<file path="src/sv/msp_pkg.sv">
package msp_pkg;

   // field widths of the channels
   localparam int CMD_W    = 1;
   localparam int NODE_W   = 6;
   localparam int WEIGHT_W = 12;
   localparam int DIST_W   = 17;

   // default node count of the matrix
   localparam int NODES_DEFAULT = 16;

   // distance constants
   localparam logic [DIST_W-1:0] INF_DIST    = DIST_W'(100000);
   localparam logic [DIST_W-1:0] LIMIT_RESET = DIST_W'(1000);

   // item commands
   localparam logic [CMD_W-1:0] CMD_LOAD  = 1'b0;
   localparam logic [CMD_W-1:0] CMD_QUERY = 1'b1;

   // sequencer states
   typedef enum logic [3:0] {
      ST_CLEAR,
      ST_IDLE,
      ST_INIT,
      ST_ROW_RD,
      ST_ROW_WAIT,
      ST_COL,
      ST_DRAIN,
      ST_FIN_RD,
      ST_FIN_WAIT
   } state_type;

   // status from the engine to the top level
   typedef struct packed {
      logic clearing;
      logic busy;
   } status_type;

endpackage

</file>
<file path="src/sv/msp_if.sv">
interface msp_req_if import msp_pkg::*; ();
   logic                valid;
   logic                ready;
   logic [CMD_W-1:0]    cmd;
   logic [NODE_W-1:0]   row_node;
   logic [NODE_W-1:0]   col_node;
   logic [WEIGHT_W-1:0] edge_weight;
   logic [NODE_W-1:0]   start_node;
   logic [NODE_W-1:0]   end_node;

   modport source (output valid, cmd, row_node, col_node, edge_weight, start_node,
                   end_node, input ready);
   modport sink (input valid, cmd, row_node, col_node, edge_weight, start_node,
                 end_node, output ready);
endinterface

interface msp_rsp_if import msp_pkg::*; ();
   logic              valid;
   logic              ready;
   logic [DIST_W-1:0] distance;

   modport source (output valid, distance, input ready);
   modport sink (input valid, distance, output ready);
endinterface

</file>
<file path="src/sv/matrix_shortest_path_unit.sv">
// load item: no result; the next item may follow in the next cycle
// query item: the result comes from a relaxation sweep of N rounds over all N rows,
//   one edge-memory read per cycle while a row's columns are scanned; no new item
//   is taken until the result has been written to the output register
// the result waits in an output register; a new item is taken meanwhile
// reset: synchronous, clears the edge matrix in a pass over all N*N entries during
//   which no item is accepted; the no-route limit returns to 1000
module matrix_shortest_path_unit import msp_pkg::*; #(
   parameter int NODES = NODES_DEFAULT
) (
   input  logic              clock,
   input  logic              reset,
   input  logic              csr_we,
   input  logic [DIST_W-1:0] csr_wdata,
   msp_req_if.sink           req,
   msp_rsp_if.source         rsp
);

   logic [DIST_W-1:0] limit_ff, limit_in;
   status_type        status;

   // no-route limit register
   assign limit_in = csr_we ? csr_wdata : limit_ff;

   always_ff @(posedge clock) begin
      if (reset) begin
         limit_ff <= LIMIT_RESET;
      end else begin
         limit_ff <= limit_in;
      end
   end

   // relaxation engine with the edge and distance memories
   msp_engine #(.NODES(NODES)) u_engine (
      .clock  (clock),
      .reset  (reset),
      .limit  (limit_ff),
      .status (status),
      .req    (req),
      .rsp    (rsp)
   );

   // no item is taken while the matrix is being cleared
   assert property (@(posedge clock) disable iff (reset)
      status.clearing |-> !req.ready)
      else $error("item accepted during clearing pass");

   // a query in progress blocks the input
   assert property (@(posedge clock) disable iff (reset)
      status.busy |-> !req.ready)
      else $error("item accepted during a query");

   // a reported distance is zero, or lies below the limit and at most at the no-route value
   assert property (@(posedge clock) disable iff (reset)
      rsp.valid |-> (rsp.distance == '0) ||
                    ((rsp.distance < limit_ff) && (rsp.distance <= INF_DIST)))
      else $error("distance out of range");

   // clearing pass starts right after reset
   assert property (@(posedge clock)
      $fell(reset) |-> status.clearing)
      else $error("no clearing pass after reset");

endmodule

</file>
<file path="src/sv/msp_ram.sv">
module msp_ram import msp_pkg::*; #(
   parameter int WIDTH = DIST_W,
   parameter int DEPTH = NODES_DEFAULT
) (
   input  logic                     clock,
   input  logic                     wr_en,
   input  logic [$clog2(DEPTH)-1:0] wr_addr,
   input  logic [WIDTH-1:0]         wr_data,
   input  logic                     rd_en,
   input  logic [$clog2(DEPTH)-1:0] rd_addr,
   output logic [WIDTH-1:0]         rd_data
);

   logic [WIDTH-1:0] mem [DEPTH];

   // one write and one registered read per cycle
   always_ff @(posedge clock) begin
      if (wr_en) begin
         mem[wr_addr] <= wr_data;
      end
      if (rd_en) begin
         rd_data <= mem[rd_addr];
      end
   end

endmodule

</file>
<file path="src/sv/msp_engine.sv">
module msp_engine import msp_pkg::*; #(
   parameter int NODES = NODES_DEFAULT
) (
   input  logic              clock,
   input  logic              reset,
   input  logic [DIST_W-1:0] limit,
   output status_type        status,
   msp_req_if.sink           req,
   msp_rsp_if.source         rsp
);

   localparam int NW = $clog2(NODES);
   localparam int AW = $clog2(NODES * NODES);
   localparam logic [NW-1:0]   LAST_NODE = NW'(NODES - 1);
   localparam logic [AW-1:0]   LAST_ADDR = AW'(NODES * NODES - 1);
   localparam logic [NODE_W:0] NODES_W   = (NODE_W + 1)'(NODES);

   state_type state_ff, state_in;
   logic [AW-1:0]     clr_ff, clr_in;
   logic [NW-1:0]     row_ff, row_in;
   logic [NW-1:0]     rowcnt_ff, rowcnt_in;
   logic [NW-1:0]     round_ff, round_in;
   logic [NW-1:0]     col_ff, col_in;
   logic              p_valid_ff, p_valid_in;
   logic [NW-1:0]     p_col_ff, p_col_in;
   logic [DIST_W-1:0] drow_ff, drow_in;
   logic [NODE_W-1:0] start_ff, start_in;
   logic [NODE_W-1:0] end_ff, end_in;
   logic              start_ok_ff, start_ok_in;
   logic              end_ok_ff, end_ok_in;
   logic              rsp_valid_ff, rsp_valid_in;
   logic [DIST_W-1:0] rsp_dist_ff, rsp_dist_in;

   logic                e_we, e_re;
   logic [AW-1:0]       e_waddr, e_raddr;
   logic [WEIGHT_W-1:0] e_wdata, e_rdata;
   logic                d_we, d_re;
   logic [NW-1:0]       d_waddr, d_raddr;
   logic [DIST_W-1:0]   d_wdata, d_rdata;

   logic                accept;
   logic                load_ok;
   logic [DIST_W:0]     cand;
   logic                upd;

   // edge weights, one row after another
   msp_ram #(.WIDTH(WEIGHT_W), .DEPTH(NODES * NODES)) u_edge_ram (
      .clock   (clock),
      .wr_en   (e_we),
      .wr_addr (e_waddr),
      .wr_data (e_wdata),
      .rd_en   (e_re),
      .rd_addr (e_raddr),
      .rd_data (e_rdata)
   );

   // distance vector
   msp_ram #(.WIDTH(DIST_W), .DEPTH(NODES)) u_dist_ram (
      .clock   (clock),
      .wr_en   (d_we),
      .wr_addr (d_waddr),
      .wr_data (d_wdata),
      .rd_en   (d_re),
      .rd_addr (d_raddr),
      .rd_data (d_rdata)
   );

   assign req.ready    = (state_ff == ST_IDLE);
   assign accept       = req.valid && req.ready;
   assign load_ok      = ({1'b0, req.row_node} < NODES_W) && ({1'b0, req.col_node} < NODES_W);
   assign rsp.valid    = rsp_valid_ff;
   assign rsp.distance = rsp_dist_ff;
   assign status.clearing = (state_ff == ST_CLEAR);
   assign status.busy     = (state_ff != ST_CLEAR) && (state_ff != ST_IDLE);

   // relaxation of one edge: candidate from the current row's distance
   assign cand = {1'b0, drow_ff} + (DIST_W + 1)'(e_rdata);
   assign upd  = p_valid_ff && (e_rdata != '0) && (cand < {1'b0, d_rdata});

   // sequencer, next state and memory controls
   always_comb begin
      state_in     = state_ff;
      clr_in       = clr_ff;
      row_in       = row_ff;
      rowcnt_in    = rowcnt_ff;
      round_in     = round_ff;
      col_in       = col_ff;
      p_valid_in   = 1'b0;
      p_col_in     = col_ff;
      drow_in      = drow_ff;
      start_in     = start_ff;
      end_in       = end_ff;
      start_ok_in  = start_ok_ff;
      end_ok_in    = end_ok_ff;
      rsp_valid_in = rsp_valid_ff && !rsp.ready;
      rsp_dist_in  = rsp_dist_ff;

      e_we    = 1'b0;
      e_waddr = AW'(int'(req.row_node) * NODES + int'(req.col_node));
      e_wdata = req.edge_weight;
      e_re    = 1'b0;
      e_raddr = AW'(int'(row_ff) * NODES + int'(col_ff));
      d_we    = upd;
      d_waddr = p_col_ff;
      d_wdata = cand[DIST_W-1:0];
      d_re    = 1'b0;
      d_raddr = col_ff;

      unique case (state_ff)
         ST_CLEAR: begin
            e_we    = 1'b1;
            e_waddr = clr_ff;
            e_wdata = '0;
            clr_in  = clr_ff + 1'b1;
            if (clr_ff == LAST_ADDR) begin
               state_in = ST_IDLE;
            end
         end
         ST_IDLE: begin
            if (accept) begin
               if (req.cmd == CMD_LOAD) begin
                  e_we = load_ok;
               end else begin
                  start_in    = req.start_node;
                  end_in      = req.end_node;
                  start_ok_in = ({1'b0, req.start_node} < NODES_W);
                  end_ok_in   = ({1'b0, req.end_node} < NODES_W);
                  col_in      = '0;
                  state_in    = ST_INIT;
               end
            end
         end
         ST_INIT: begin
            // every distance to the no-route value, the start node to zero
            d_we    = 1'b1;
            d_waddr = col_ff;
            d_wdata = (start_ok_ff && (col_ff == start_ff[NW-1:0])) ? '0 : INF_DIST;
            col_in  = col_ff + 1'b1;
            if (col_ff == LAST_NODE) begin
               row_in    = start_ff[NW-1:0];
               rowcnt_in = '0;
               round_in  = '0;
               state_in  = start_ok_ff ? ST_ROW_RD : ST_FIN_RD;
            end
         end
         ST_ROW_RD: begin
            d_re     = 1'b1;
            d_raddr  = row_ff;
            state_in = ST_ROW_WAIT;
         end
         ST_ROW_WAIT: begin
            drow_in  = d_rdata;
            col_in   = '0;
            state_in = ST_COL;
         end
         ST_COL: begin
            // issue the reads of one column, update the previous one
            e_re       = 1'b1;
            d_re       = 1'b1;
            p_valid_in = 1'b1;
            col_in     = col_ff + 1'b1;
            if (col_ff == LAST_NODE) begin
               state_in = ST_DRAIN;
            end
         end
         ST_DRAIN: begin
            row_in    = (row_ff == LAST_NODE) ? '0 : row_ff + 1'b1;
            rowcnt_in = rowcnt_ff + 1'b1;
            state_in  = ST_ROW_RD;
            if (rowcnt_ff == LAST_NODE) begin
               rowcnt_in = '0;
               round_in  = round_ff + 1'b1;
               if (round_ff == LAST_NODE) begin
                  state_in = ST_FIN_RD;
               end
            end
         end
         ST_FIN_RD: begin
            d_re     = 1'b1;
            d_raddr  = end_ff[NW-1:0];
            state_in = ST_FIN_WAIT;
         end
         ST_FIN_WAIT: begin
            // wait for the output register to be free
            if (!rsp_valid_ff || rsp.ready) begin
               rsp_valid_in = 1'b1;
               rsp_dist_in  = (end_ok_ff && (d_rdata < limit)) ? d_rdata : '0;
               state_in     = ST_IDLE;
            end
         end
         default: begin
            state_in = ST_IDLE;
         end
      endcase
   end

   // control registers
   always_ff @(posedge clock) begin
      if (reset) begin
         state_ff     <= ST_CLEAR;
         clr_ff       <= '0;
         p_valid_ff   <= 1'b0;
         rsp_valid_ff <= 1'b0;
      end else begin
         state_ff     <= state_in;
         clr_ff       <= clr_in;
         p_valid_ff   <= p_valid_in;
         rsp_valid_ff <= rsp_valid_in;
      end
   end

   // payload and counter registers
   always_ff @(posedge clock) begin
      row_ff      <= row_in;
      rowcnt_ff   <= rowcnt_in;
      round_ff    <= round_in;
      col_ff      <= col_in;
      p_col_ff    <= p_col_in;
      drow_ff     <= drow_in;
      start_ff    <= start_in;
      end_ff      <= end_in;
      start_ok_ff <= start_ok_in;
      end_ok_ff   <= end_ok_in;
      rsp_dist_ff <= rsp_dist_in;
   end

endmodule

</file>
<file path="src/flat_wrapper.sv">
// flat-port wrapper written by rule: the top's interface ports become plain ports
module matrix_shortest_path_unit_flat import msp_pkg::*;
#(
   parameter int NODES = NODES_DEFAULT
)
  (clock, reset, csr_we, csr_wdata, req_valid, req_cmd, req_row_node, req_col_node, req_edge_weight, req_start_node, req_end_node, req_ready, rsp_valid, rsp_distance, rsp_ready);
  msp_req_if req_i ();
  msp_rsp_if rsp_i ();
  input  logic clock;
  input  logic reset;
  input  logic csr_we;
  input  logic [DIST_W-1:0] csr_wdata;
  input wire logic [$bits(req_i.valid)-1:0] req_valid;
  input wire logic [$bits(req_i.cmd)-1:0] req_cmd;
  input wire logic [$bits(req_i.row_node)-1:0] req_row_node;
  input wire logic [$bits(req_i.col_node)-1:0] req_col_node;
  input wire logic [$bits(req_i.edge_weight)-1:0] req_edge_weight;
  input wire logic [$bits(req_i.start_node)-1:0] req_start_node;
  input wire logic [$bits(req_i.end_node)-1:0] req_end_node;
  output wire logic [$bits(req_i.ready)-1:0] req_ready;
  output wire logic [$bits(rsp_i.valid)-1:0] rsp_valid;
  output wire logic [$bits(rsp_i.distance)-1:0] rsp_distance;
  input wire logic [$bits(rsp_i.ready)-1:0] rsp_ready;
  assign req_i.valid = req_valid;
  assign req_i.cmd = req_cmd;
  assign req_i.row_node = req_row_node;
  assign req_i.col_node = req_col_node;
  assign req_i.edge_weight = req_edge_weight;
  assign req_i.start_node = req_start_node;
  assign req_i.end_node = req_end_node;
  assign req_ready = req_i.ready;
  assign rsp_valid = rsp_i.valid;
  assign rsp_distance = rsp_i.distance;
  assign rsp_i.ready = rsp_ready;
  matrix_shortest_path_unit #(.NODES(NODES)) u_core (.clock(clock), .reset(reset), .csr_we(csr_we), .csr_wdata(csr_wdata), .req(req_i), .rsp(rsp_i));
endmodule
</file>
<file path="config.mk">
export PLATFORM = sky130hd
export DESIGN_NAME = matrix_shortest_path_unit_flat
export DESIGN_NICKNAME = d
export VERILOG_FILES = /design/src/sv/msp_pkg.sv /design/src/sv/msp_if.sv /design/src/sv/matrix_shortest_path_unit.sv /design/src/sv/msp_ram.sv /design/src/sv/msp_engine.sv /design/src/flat_wrapper.sv
export SDC_FILE = /design/constraint.sdc
export NUM_CORES = 2
export LEC_CHECK = 0
export BUFFER_PORTS_ARGS = -buffer_cell sky130_fd_sc_hd__buf_2
export CAP_MARGIN = 40
export CORE_ASPECT_RATIO = 1.4
export CORE_UTILIZATION = 50
export DETAILED_ROUTE_END_ITERATION = 7
export PLACE_DENSITY = 0.62
export SYNTH_ARGS = -nofsm -noshare
export SYNTH_HDL_FRONTEND = slang
export SYNTH_HIERARCHICAL = 1
export SYNTH_SLANG_ARGS = --single-unit
export TNS_END_PERCENT = 5
</file>
<file path="constraint.sdc">
create_clock -name clock -period 11 [get_ports clock]
set_clock_uncertainty 0.2 [all_clocks]
set_input_delay 1.1 -clock clock [delete_from_list [all_inputs] [get_ports clock]]
set_output_delay 1.1 -clock clock [all_outputs]
set_load 0.01 [all_outputs]
</file>
==> impl_metrics.json <==
{
  "outcome": "completed",
  "fin_util_pct": 56.9,
  "leakage_nw": 49.5,
  "slew_viol_final": 0,
  "ir_drop_v": 0.000188,
  "cts_tree": "yes",
  "port_buffers": 77,
  "core_area_um2": 269000,
  "min_period_ns": 5.28,
  "cts-root-buf": "clkbuf_16",
  "gr-total-overflow": 0,
  "fp.dieH_um": 618,
  "drt-initial-drc-count": 7941,
  "synthFlopType": "edfxtp_1",
  "layout_commonest_cell": "edfxtp_1",
  "netlist_instances": 6582,
  "period_share_pct": 48.0,
  "area_growth_pct": 12.9,
  "synth_cell_type_count": 89,
  "setup_viol": 0,
  "htreeDepth": 5,
  "yosys_warnings": 6,
  "synthAdderAreaFrac_pct": 0.500,
  "grt_max_degree": 209,
  "start_util_pct": 50.4,
  "synth_nets": 6694,
  "nets": 7195,
  "muxShareOfSynthArea_pct": 13.8,
  "cpLargestDelayFamily": "simple AND/OR/NAND/NOR gates",
  "fillCellCount": 19700,
  "most-common-layout-cells": "edfxtp_1 (3,433), mux4_2 (701), buf_4 (344)",
  "place_congestion": 0.883,
  "die_w_um": 442,
  "routedWlPerCell_um": 33.4,
  "drc": 0,
  "path_max_fanout": 25,
  "end_kind": "register",
  "synth_xor_area_share_pct": 0.187,
  "slew_headroom_pct": 5.00,
  "clkSlewWorstSetupHoldPaths_ns": 0.06,
  "hpwl_um": 229000,
  "synth-seq-cells": 3468,
  "dieArea_um2": 273000,
  "ys_seq_area_share_pct": 76.6,
  "worst_setup_path_start_kind": "register",
  "fin_tns_setup_ns": 0,
  "synth_compound_area_share_pct": 4.14,
  "crit_buf_inv": 3,
  "first_pass_iters": 6,
  "grt_pass1_wl_um": 514000,
  "totalWireLength_um": 363000,
  "fmax_ghz": 0.189,
  "synthSimpleGateAreaFrac_pct": 2.87,
  "clk_latency_ns": 0.88,
  "critPathKind": "register to register",
  "clk_path_buf_depth": 4,
  "vias": 68600,
  "post_cts_resized": 0,
  "clock-sinks": 3468,
  "crit_required_ns": 11.38,
  "track_usage_pct": 26.4,
  "syn_area_um2": 135000,
  "vias_per_cell": 6.32,
  "async_reset_ff_share_pct": 0,
  "postCtsSetupRepairBufs": 0,
  "syn_area_per_cell_um2": 20.6,
  "grt_antenna_before_repair": 11,
  "crit_chain": "nor2_2 > nand2_2 > inv_2 > nand2_1 > nand2_1 > nor2b_1 > nand3_1 > buf_4 > nor2_1 > buf_4",
  "powerDensity_nw_per_um2": 195,
  "hp-class": "input pin to register",
  "drive_gt1_share_pct": 25.1,
  "grt_pass1_vias": 69400,
  "arrival_ns": 5.66,
  "cts_hold_buf": 0,
  "synth_edf_count": 3433,
  "io_pins": 78,
  "rows": 225,
  "total_power_w": 0.0298,
  "cts_made_buffers": 331,
  "synth_top_family_by_area": "multiplexers",
  "critPathMaxStageDelay_ns": 0.74,
  "tightest_slew_ns": 1.43,
  "crit_slowest_cell": "nand3_1",
  "ant_nets": 0,
  "rsz0062_at_grt": "no",
  "hold_viol": 0,
  "maxCapViolations": 0
}
-- where the power goes --
| part | total (W) | switching [W] | internal, W | leakage (nW) |
|---|---|---|---|---|
| Combinational | 0.00370 | 0.00254 | 0.00116 | 12.5 |
| Clock | 0.0110 | 0.00486 | 0.00617 | 5.02 |
| Sequential | 0.0151 | 0.0000529 | 0.0150 | 32.0 |
-- registers in the layout, indices dropped and copies added (netlist names), 8 cells and up --
name	count
u_core/limit_ff	17
u_core/u_engine/u_edge_ram/mem	3072
u_core/u_engine/drow_ff	17
u_core/u_engine/clr_ff	8
u_core/u_engine/u_edge_ram/rd_data	12
u_core/u_engine/rsp.distance	17
u_core/u_engine/u_dist_ram/mem	272
u_core/u_engine/u_dist_ram/rd_data	17
-- cell families (layout without fill, tap and decap cells) --
family | count (synthesis) | in the layout
and+or+nand+nor | 814 | 814
buffers and inverters | 435 | 1190
AOI/OAI and AO/OA | 805 | 805
DFF | 3468 | 3468
xor gates and xnor gates | 29 | 29
other | 0 | 4
muxes | 978 | 978
adders and majority gates | 53 | 53
-- worst register-to-register path: cells and delay by family, from the launching register on --
kind / cells / cell delay [ns]
buffers and inverters: 3 / 1.46
flip-flops: 1 / 0.50
AND/OR/NAND/NOR: 7 / 2.83
-- per-layer routing --
layer  global-route usage [%]  part of all wire [%]  vias up
li1                         -                     -    28400
met1                     33.2                    36    36200
met2                     44.4                    50     3226
met3                     4.17                   7.4      755
met4                     14.2                   6.1        6
met5                        0                0.0063        -
-- cells in the mapped netlist, drive strengths merged, types with 11 or more instances --
cell type | number | share of area [%]
edfxtp | 3433 | 76
mux4 | 704 | 12
nor2 | 365 | 1.0
a22oi | 251 | 1.4
mux2i | 238 | 1.8
buf | 211 | 1.3
clkbuf | 173 | 0.48
a21oi | 158 | 0.59
nand2 | 127 | 0.35
o22ai | 89 | 0.41
nor2b | 57 | 0.26
o221ai | 55 | 0.36
o21ai | 54 | 0.20
nand3 | 53 | 0.20
ha | 51 | 0.47
inv | 50 | 0.14
nor3 | 45 | 0.17
nor4 | 43 | 0.21
a31oi | 38 | 0.18
mux2 | 36 | 0.30
dfxtp | 35 | 0.52
a211oi | 26 | 0.14
a221oi | 22 | 0.15
nand4 | 22 | 0.11
nand2b | 21 | 0.097
a22o | 19 | 0.12
and2 | 17 | 0.078
xnor2 | 17 | 0.11
a21o | 15 | 0.083
and3 | 12 | 0.055
xor2 | 12 | 0.078
o32ai | 11 | 0.071
-- per-stage QoR --
step | worst slack, ns | instance area (µm²) | hold slack (ns) | std cells
floorplan | 2.10 | 135000 | 0.163 | 6582
global placement | 5.23 | 140000 | 0.279 | 10000
detailed placement | 5.83 | 142000 | 0.290 | 10300
CTS | 5.81 | 153000 | 0.138 | 10800
global route | 5.54 | 153000 | 0.163 | 10900
finish | 5.72 | 153000 | 0.205 | 10900
-- cell type report --
type	count	area, µm²	area share (%)
flip-flops and latches	3468	104000	67.9
multi-input cells	2679	29400	19.2
clock buffers	388	8670	5.67
repair buffers	552	4860	3.18
well taps	3518	4400	2.88
clock inverters	199	1650	1.08
inverters	51	191	0.125
diodes	4	10.0	0.00654
-- path summary, 6_finish.rpt --
path,startpoint,endpoint,slack (ns),cells past startpoint
hold reg to reg,u_core/limit_ff[13],u_core/limit_ff[13],0.30,2
hold / removal,req_start_node[2],u_core/u_engine/start_ff[2],0.21,1
setup / recovery,u_core/u_engine/state_ff[2],u_core/u_engine/u_edge_ram/mem[73][0],5.72,10
setup reg to reg,u_core/u_engine/state_ff[2],u_core/u_engine/u_edge_ram/mem[73][0],5.72,10
(Power assumes the default switching activity.)
